<file path="config.mk">
export PLATFORM = sky130hd
export DESIGN_NAME = unique_entry_stack
export DESIGN_NICKNAME = d
export VERILOG_FILES = /design/src/hw/rtl/ues_pkg.sv /design/src/hw/rtl/ues_cell.sv /design/src/hw/rtl/unique_entry_stack.sv
export SDC_FILE = /design/constraint.sdc
export NUM_CORES = 2
export LEC_CHECK = 0
export BUFFER_PORTS_ARGS = -buffer_cell sky130_fd_sc_hd__buf_2
export CELL_PAD_IN_SITES_DETAIL_PLACEMENT = 0
export CELL_PAD_IN_SITES_GLOBAL_PLACEMENT = 2
export CORE_MARGIN = 3
export CORE_UTILIZATION = 48
export DETAILED_ROUTE_END_ITERATION = 7
export PLACE_DENSITY_LB_ADDON = 0.1
export SYNTH_ARGS = -nofsm -noshare
export SYNTH_HDL_FRONTEND = slang
export SYNTH_HIERARCHICAL = 1
export SYNTH_SLANG_ARGS = --single-unit
</file>
<file path="constraint.sdc">
create_clock -name clk -period 7 [get_ports clk]
set_clock_uncertainty 0.1 [all_clocks]
set_input_delay 0.35 -clock clk [delete_from_list [all_inputs] [get_ports clk]]
set_output_delay 0.35 -clock clk [all_outputs]
set_load 0.005 [all_outputs]
</file>
<file path="src/hw/rtl/ues_pkg.sv">
// Shared types and constants for the unique entry stack.
package ues_pkg;

    localparam int DATA_W   = 32;
    localparam int STATUS_W = 3;
    localparam int COUNT_W  = 7;

    typedef enum logic [0:0] {
        CMD_PUSH = 1'b0,
        CMD_POP  = 1'b1
    } cmd_t;

    typedef enum logic [STATUS_W-1:0] {
        ST_PUSHED    = 3'd0,
        ST_DUPLICATE = 3'd1,
        ST_FULL      = 3'd2,
        ST_POPPED    = 3'd3,
        ST_EMPTY     = 3'd4
    } status_t;

    // Shift control broadcast to every cell of the chain
    typedef struct packed {
        logic push;
        logic pop;
    } shift_ctrl_t;

endpackage

</file>
<file path="src/hw/rtl/ues_cell.sv">
// One storage cell of the stack chain: holds an entry, shifts and compares.
module ues_cell #(
    parameter int CNT_W = 7,
    parameter int INDEX = 0
) (
    input  logic                        clk,
    input  ues_pkg::shift_ctrl_t        ctrl,
    input  logic [ues_pkg::DATA_W-1:0]  above_data,
    input  logic [ues_pkg::DATA_W-1:0]  below_data,
    input  logic [ues_pkg::DATA_W-1:0]  probe,
    input  logic [CNT_W-1:0]            fill,
    output logic [ues_pkg::DATA_W-1:0]  entry,
    output logic                        match
);

    logic [ues_pkg::DATA_W-1:0] entry_reg;
    logic [ues_pkg::DATA_W-1:0] entry_next;

    always_comb
    begin
        entry_next = entry_reg;
        priority if (ctrl.push)
        begin
            entry_next = above_data;
        end
        else if (ctrl.pop)
        begin
            entry_next = below_data;
        end
        else
        begin
            entry_next = entry_reg;
        end
    end

    always_ff @(posedge clk)
    begin
        entry_reg <= entry_next;
    end

    // Match only while this position is occupied (below the fill level) and holds the probe
    assign match = (CNT_W'(INDEX) < fill) && (entry_reg == probe);
    assign entry = entry_reg;

endmodule

</file>
<file path="src/hw/rtl/unique_entry_stack.sv">
// Top level of the unique entry stack: a chain of cells with a parallel duplicate search.
// The result of a transaction appears in the result register in the cycle after it is accepted.
// Throughput: one push or pop per cycle while the result side does not stall; the compare
// across all cells and the OR of their match lines set the cycle.
// Reset clears the fill level and the result valid flag; stored entries stay undefined
// until pushed and are never read before that.
module unique_entry_stack #(
    parameter int DEPTH = 64
) (
    input  logic                               clk,
    input  logic                               rst_n,
    // input channel
    input  logic                               in_valid,
    output logic                               in_stall,
    input  logic                               cmd,
    input  logic signed [ues_pkg::DATA_W-1:0]  value,
    // result channel
    output logic                               out_valid,
    input  logic                               out_stall,
    output logic [ues_pkg::STATUS_W-1:0]       status,
    output logic signed [ues_pkg::DATA_W-1:0]  popped_value,
    output logic [ues_pkg::COUNT_W-1:0]        entry_count,
    output logic                               is_empty,
    output logic                               is_full
);

    localparam int CNT_W = $clog2(DEPTH + 1);

    // Fill level: number of occupied cells; cell 0 holds the top of stack
    logic [CNT_W-1:0] fill_reg;
    logic [CNT_W-1:0] fill_next;

    // Result register
    logic                          out_valid_reg;
    logic                          out_valid_next;
    ues_pkg::status_t              status_reg;
    ues_pkg::status_t              status_next;
    logic [ues_pkg::DATA_W-1:0]    popped_reg;
    logic [ues_pkg::DATA_W-1:0]    popped_next;
    logic [CNT_W-1:0]              count_reg;
    logic                          empty_reg;
    logic                          full_reg;

    logic                          accept;
    logic                          stack_full;
    logic                          stack_empty;
    logic                          duplicate;
    ues_pkg::shift_ctrl_t          ctrl;

    logic [ues_pkg::DATA_W-1:0]    cell_entry [DEPTH];
    logic [DEPTH-1:0]              cell_match;

    // Hold the input while a finished result waits to be taken
    assign in_stall = out_valid_reg && out_stall;
    assign accept   = in_valid && !in_stall;

    assign stack_full  = (fill_reg == CNT_W'(DEPTH));
    assign stack_empty = (fill_reg == '0);
    assign duplicate   = |cell_match;

    // Decide the operation; the full check takes precedence over the duplicate search
    always_comb
    begin
        ctrl        = '0;
        fill_next   = fill_reg;
        status_next = status_reg;
        popped_next = '0;
        if (cmd == ues_pkg::CMD_PUSH)
        begin
            priority if (stack_full)
            begin
                status_next = ues_pkg::ST_FULL;
            end
            else if (duplicate)
            begin
                status_next = ues_pkg::ST_DUPLICATE;
            end
            else
            begin
                status_next = ues_pkg::ST_PUSHED;
                ctrl.push   = accept;
                fill_next   = fill_reg + CNT_W'(1);
            end
        end
        else
        begin
            if (stack_empty)
            begin
                status_next = ues_pkg::ST_EMPTY;
            end
            else
            begin
                status_next = ues_pkg::ST_POPPED;
                popped_next = cell_entry[0];
                ctrl.pop    = accept;
                fill_next   = fill_reg - CNT_W'(1);
            end
        end
    end

    // Result valid: set on acceptance, drop once taken
    always_comb
    begin
        out_valid_next = out_valid_reg;
        priority if (accept)
        begin
            out_valid_next = 1'b1;
        end
        else if (!out_stall)
        begin
            out_valid_next = 1'b0;
        end
        else
        begin
            out_valid_next = out_valid_reg;
        end
    end

    always_ff @(posedge clk or negedge rst_n)
    begin
        if (!rst_n)
        begin
            fill_reg      <= '0;
            out_valid_reg <= 1'b0;
        end
        else
        begin
            out_valid_reg <= out_valid_next;
            if (accept)
            begin
                fill_reg <= fill_next;
            end
        end
    end

    // Result payload: capture on acceptance only
    always_ff @(posedge clk)
    begin
        if (accept)
        begin
            status_reg <= status_next;
            popped_reg <= popped_next;
            count_reg  <= fill_next;
            empty_reg  <= (fill_next == '0);
            full_reg   <= (fill_next == CNT_W'(DEPTH));
        end
    end

    // Chain of cells: push shifts every entry one cell down, pop one cell up
    for (genvar i = 0; i < DEPTH; i++)
    begin : g_cell
        logic [ues_pkg::DATA_W-1:0] above;
        logic [ues_pkg::DATA_W-1:0] below;

        if (i == 0)
        begin : g_top
            assign above = value;
        end
        else
        begin : g_inner_above
            assign above = cell_entry[i-1];
        end

        if (i == DEPTH - 1)
        begin : g_bottom
            assign below = '0;
        end
        else
        begin : g_inner_below
            assign below = cell_entry[i+1];
        end

        ues_cell #(
            .CNT_W (CNT_W),
            .INDEX (i)
        ) u_cell (
            .clk        (clk),
            .ctrl       (ctrl),
            .above_data (above),
            .below_data (below),
            .probe      (value),
            .fill       (fill_reg),
            .entry      (cell_entry[i]),
            .match      (cell_match[i])
        );
    end

    assign out_valid    = out_valid_reg;
    assign status       = status_reg;
    assign popped_value = popped_reg;
    assign entry_count  = ues_pkg::COUNT_W'(count_reg);
    assign is_empty     = empty_reg;
    assign is_full      = full_reg;

endmodule

</file>
-- Word-level counts from Yosys, hierarchy flattened
Cells that the tools add are included.
- register bits: 2100
- output and inout bits: 46
- logic and storage cells: 420
- bits of input ports: 37
- reductions and logical operators: 72
- bitwise operators: 1
- equal/unequal tests: 67
- magnitude comparators: 64
- muxes and demuxes: 143
- add/sub/neg operators: 2
- operators with widths (cell ; count):
    2-to-1 mux 32 bit ; 128
    == test 32 bit ; 64
    < comparator 6 x 7 -> 1 bit (first input constant) ; 32
    < comparator 5 x 7 -> 1 bit (first input constant) ; 16
    logical AND 1 bit ; 66
    OR reduction 64 bit ; 1
    < comparator 4 x 7 -> 1 bit (first input constant) ; 8
    < comparator 3 x 7 -> 1 bit (first input constant) ; 4
    2-to-1 mux 7 bit ; 4
    == test 7 bit (second input constant) ; 2
    logical NOT 7 bit ; 2
    < comparator 1 x 7 -> 1 bit (first input constant) ; 2
    < comparator 2 x 7 -> 1 bit (first input constant) ; 2
    2-to-1 mux 1 bit ; 8
    adder 7 x 1 -> 7 bit (second input constant) ; 1
    subtractor 7 x 1 -> 7 bit (second input constant) ; 1
    2-to-1 mux 3 bit ; 2
    2-to-1 mux 2 bit ; 1
    inequality test 2 x 1 -> 1 bit (second input constant) ; 1
    nonzero test 2 bit ; 1
    OR reduction 2 bit ; 1
    logical NOT 1 bit ; 1
    inverter 1 bit ; 1

-- Longest topological paths before layout
- word-level depth: 7
- depth in mapped cells: 12
- gate-level depth less buffers: 11

-- Modules after synthesis
Netlist, hierarchy kept.
- modules (own cells, without submodules) (module ; area an instance (um^2) ; instances ; seq. area each (um^2) ; cells an instance):
    ues_cell at g_cell[17].u_cell ... ; 1739.2 ; 4 ; 960.9 ; 114
    ues_cell at g_cell[38].u_cell ... ; 1735.4 ; 4 ; 960.9 ; 114
    ues_cell at g_cell[0].u_cell ... ; 1709.1 ; 4 ; 960.9 ; 114
    ues_cell at g_cell[21].u_cell ... ; 1740.4 ; 3 ; 960.9 ; 114
    ues_cell at g_cell[1].u_cell ... ; 1737.9 ; 3 ; 960.9 ; 114
    ues_cell at g_cell[33].u_cell ... ; 1732.9 ; 3 ; 960.9 ; 114
    ues_cell at g_cell[13].u_cell ... ; 1712.9 ; 3 ; 960.9 ; 114
    ues_cell at g_cell[15].u_cell ... ; 1710.4 ; 3 ; 960.9 ; 113
    ues_cell at g_cell[20].u_cell ... ; 1739.2 ; 2 ; 960.9 ; 115
    ues_cell at g_cell[22].u_cell ... ; 1736.7 ; 2 ; 960.9 ; 114
    ues_cell at g_cell[16].u_cell ... ; 1721.7 ; 2 ; 960.9 ; 113
    ues_cell at g_cell[12].u_cell ... ; 1715.4 ; 2 ; 960.9 ; 114
    ues_cell at g_cell[14].u_cell ... ; 1714.1 ; 2 ; 960.9 ; 114
    ues_cell at g_cell[19].u_cell ... ; 1711.6 ; 2 ; 960.9 ; 114
    +26 rows ; n/a ; n/a ; n/a ; n/a

-- Worst setup path before layout
No wires, ideal clock.
- path type: register to register
- start point: register fill_reg[5]
- end point: register g_cell[17].u_cell.entry_reg, in the netlist g_cell[17].u_cell/entry[0] (enable)
- period minus slack after synthesis: 5.575 ns
- library setup time: 0.390 ns
- slack: 1.425 ns
- cell stages (with the launch flop): 12
- buffers on the path: 3
- arrival: 5.085 ns
- required time: 6.510 ns
- path through: dfrtp_1 -> or4_1 -> o21ai_1 -> nor3_2 -> nor4_2 -> nand4_1 -> nor4_4 -> buf_6 -> and3_1 -> buf_2 -> buf_2 -> or2_1
- RTL lines (element ; line ; source):
    start: declaration ; unique_entry_stack.sv:30 ; logic [CNT_W-1:0] fill_reg;
    start signal: assignment ; unique_entry_stack.sv:131 ; fill_reg <= fill_next;
    end signal: assignment ; ues_cell.sv:38 ; entry_reg <= entry_next;
    end: declaration ; ues_cell.sv:16 ; logic [ues_pkg::DATA_W-1:0] entry_reg;

==> qor.yml <==
crit_type: "reg -> reg"
route.detailed.drc: 0
cpPeakStageDelay_ns: 0.91
yosysSeqAreaShare: 0.558
muxShareOfSynthArea: 0.205
netlist_area_um2: 113000
cp_top_family: "simple AND/OR/NAND/NOR gates"
grt_pass1_wl_um: 520000
synthesis.instances: 7504
tightest_slew_ns: 1.22
cts.clk_slew.worst_paths_ns: 0.06
total_power_w: 0.0359
synthTopCellsByCount: "edfxtp_1, xor2_1, mux2_2, mux2_1, nor4_1"
area_delta_synth_final_pct: 12.0
wl_per_cell_um: 32.9
antenna_found_initial: 4
synth_xor_area_frac: 0.159
cts-buffers-inserted: 235
p_per_area_nw_per_um2: 284
crit_end: "g_cell[27].u_cell/entry[28]$_DFFE_PP_"
drive_above_1_share: 0.319
cap_violations: 0
setup_viol: 0
core_area_um2: 233000
yosysMostFrequentCell: "edfxtp_1"
synth-simple-area-share: 0.0580
cts_tree: "built"
setup_tns_ns: 0
ant_nets: 0
dp_worst_setup_slack_ns: 0.739
min_path_type: "in -> reg"
cts_sinks: 2100
start_util: 0.484
path_buf_inv: 4
finalCriticalPeriod_ns: 6.12
cts_root_buf: "clkbuf_16"
ys_ff_latch: 2100
synth-compound-area-share: 0.00808
portBuffers: 82
num-fill-cells: 19400
worstPathArrival_ns: 6.63
rsz0062_at_grt: "false"
ir_drop_mv: 0.238
max_slew_margin: 0.183
overflow: 0
critical_path.slowest_cell: "nor4_1"
worstPathRequired_ns: 7.52
yosysTopAreaCell: "edfxtp_1"
slew_viol_final: 0
post-synth-top-area-fraction: 0.556
leakage_nw: 42.9
path_max_fanout: 74
crit_chain: "buf_4 -> or4_1 -> a21oi_1 -> nor3_1 -> nor4_1 -> buf_4 -> nand4_1 -> nor4_4 -> and3_4 -> buf_12 -> buf_12 -> mux2_2"
viasPerCell: 5.98
start_kind: "flip-flop"
place_hpwl_um: 274000
clockBufferDepth: 3
rows: 177
num_vias: 67100
drt_first_pass_iters: 5
synth_flop_cell: "edfxtp_1"
async_flop_share: 0.00381
grt_pass1_vias: 68000
rr_worst_depth: 12
crit_start: "fill_reg[4]$_DFFE_PN0P_"
synth_top_family_by_area: "multiplexers"
fin_nets: 7934
finalCritPeriodShare: 0.874
wl_um: 370000
first_iter_violations: 5826
cts-htree-levels: 4
grt_util_all_layers: 0.299
die_w_um: 491
place.gp.congestion: 0.922
clock_latency_ns: 0.87
cp.depth: 12
max_clock_freq_mhz: 164
post_cts_resized: 0
reg2reg_from: "fill_reg[4]$_DFFE_PN0P_"
grt_max_degree: 95
largest_reg_flops: 2048
synthAdderAreaFrac: 0.000332
synth_edf_count: 2092
rrSetupSlack_ns: 0.88
hold_violations: 0
ys_top_cells_by_area: "edfxtp_1, mux2_2, xor2_1, mux2_1, nor4_1"
syn_avg_cell_area_um2: 15.0
timing.rr.end: "g_cell[27].u_cell/entry[28]$_DFFE_PP_"
pin_count: 83
end_kind: "flip-flop"
setup_slack_ns: 0.885
die-area_um2: 241000
synthDistinctLibCells: 66
status: "finished clean"
ys.warnings.count: 6
die_h_um: 491
-- cell usage in the layout, fill, tap and decap left out, drive strengths merged, types with 5 or more instances in the layout --
cell         count
edfxtp        2092
mux2          2051
xor2          1856
nor4           503
buf            376
clkbuf         308
xnor2          192
nand4          147
clkinv         103
or2             66
nor3            54
nand3           40
and2            33
conb            32
a21oi           27
nor2            19
inv             17
o21ai           17
nand2           14
a2111oi         13
a31oi           12
bufinv           9
dlygate4sd3      8
or4              8
dfrtp            8
a21o             7
and3             7
nand2b           6
a211oi           5
o311ai           5
-- where the power goes --
group	switching (W)	internal [W]	total (W)
Sequential	0.00203	0.0160	0.0180
Clock	0.00515	0.00653	0.0117
Combinational	0.00356	0.00265	0.00621
-- logic make-up after synthesis --
group,after synthesis
AOI/OAI and AO/OA,121
xor gates and xnor gates,2048
adders and majority gates,3
buffers and inverters,273
DFF,2100
muxes,2053
other,1
and+or+nand+nor,905
-- layer usage --
| metal | track usage | wire (um) | vias to the layer above |
|---|---|---|---|
| met5 | 0 | 0 | - |
| met4 | 0.125 | 17600 | 0 |
| met3 | 0.0324 | 16000 | 578 |
| met2 | 0.503 | 180000 | 2134 |
| met1 | 0.394 | 156000 | 35000 |
| li1 | - | - | 29300 |
-- worst min path at each step --
stage	startpoint	to	slack, ns	cells after the start
after floorplan	rst_n	fill_reg[0]$_DFFE_PN0P_	-0.05	0
after global placement	rst_n	fill_reg[3]$_DFFE_PN0P_	0.12	1
after detailed placement	rst_n	fill_reg[3]$_DFFE_PN0P_	0.13	1
after CTS	value[17]	g_cell[0].u_cell/entry[17]$_DFFE_PP_	0.08	2
after global routing	value[17]	g_cell[0].u_cell/entry[17]$_DFFE_PP_	0.11	2
final	value[17]	g_cell[0].u_cell/entry[17]$_DFFE_PP_	0.12	2
-- per-stage QoR --
step           utilization  hold slack [ns]  instance area (um^2)  cells
2_1_floorplan            -          -0.0456                113000   7535
3_3_place_gp         0.512            0.125                119000  10800
3_5_place_dp         0.512            0.128                119000  10800
4_1_cts              0.543           0.0786                127000  11200
5_1_grt              0.543            0.106                127000  11200
6_report             0.543            0.118                127000  11200
-- worst reg2reg max path: cells and delay by family (launching register included) --
family	cells	cell delay (ns)
compound gates	1	0.26
flops	1	0.71
simple gates	6	2.79
buf+inv	4	1.55
mux	1	0.48
-- what timing repair did --
item,4_1_cts,5_1_grt
endpoints found under the hold margin,16,0
hold buffers,8,0
endpoints found under the setup margin,0,0
buffers inserted,0,0
-- cell type report --
type	instances	area, um^2	area share
flip-flops and latches	2100	63000	0.498
multi-input cells	5162	48700	0.385
clock buffers	308	6240	0.0493
well taps	3132	3920	0.0310
repair buffers	384	3760	0.0297
clock inverters	122	810	0.00640
inverters	11	41.3	0.000326
diodes	3	7.51	0.0000593
(Power assumes the default switching activity.)
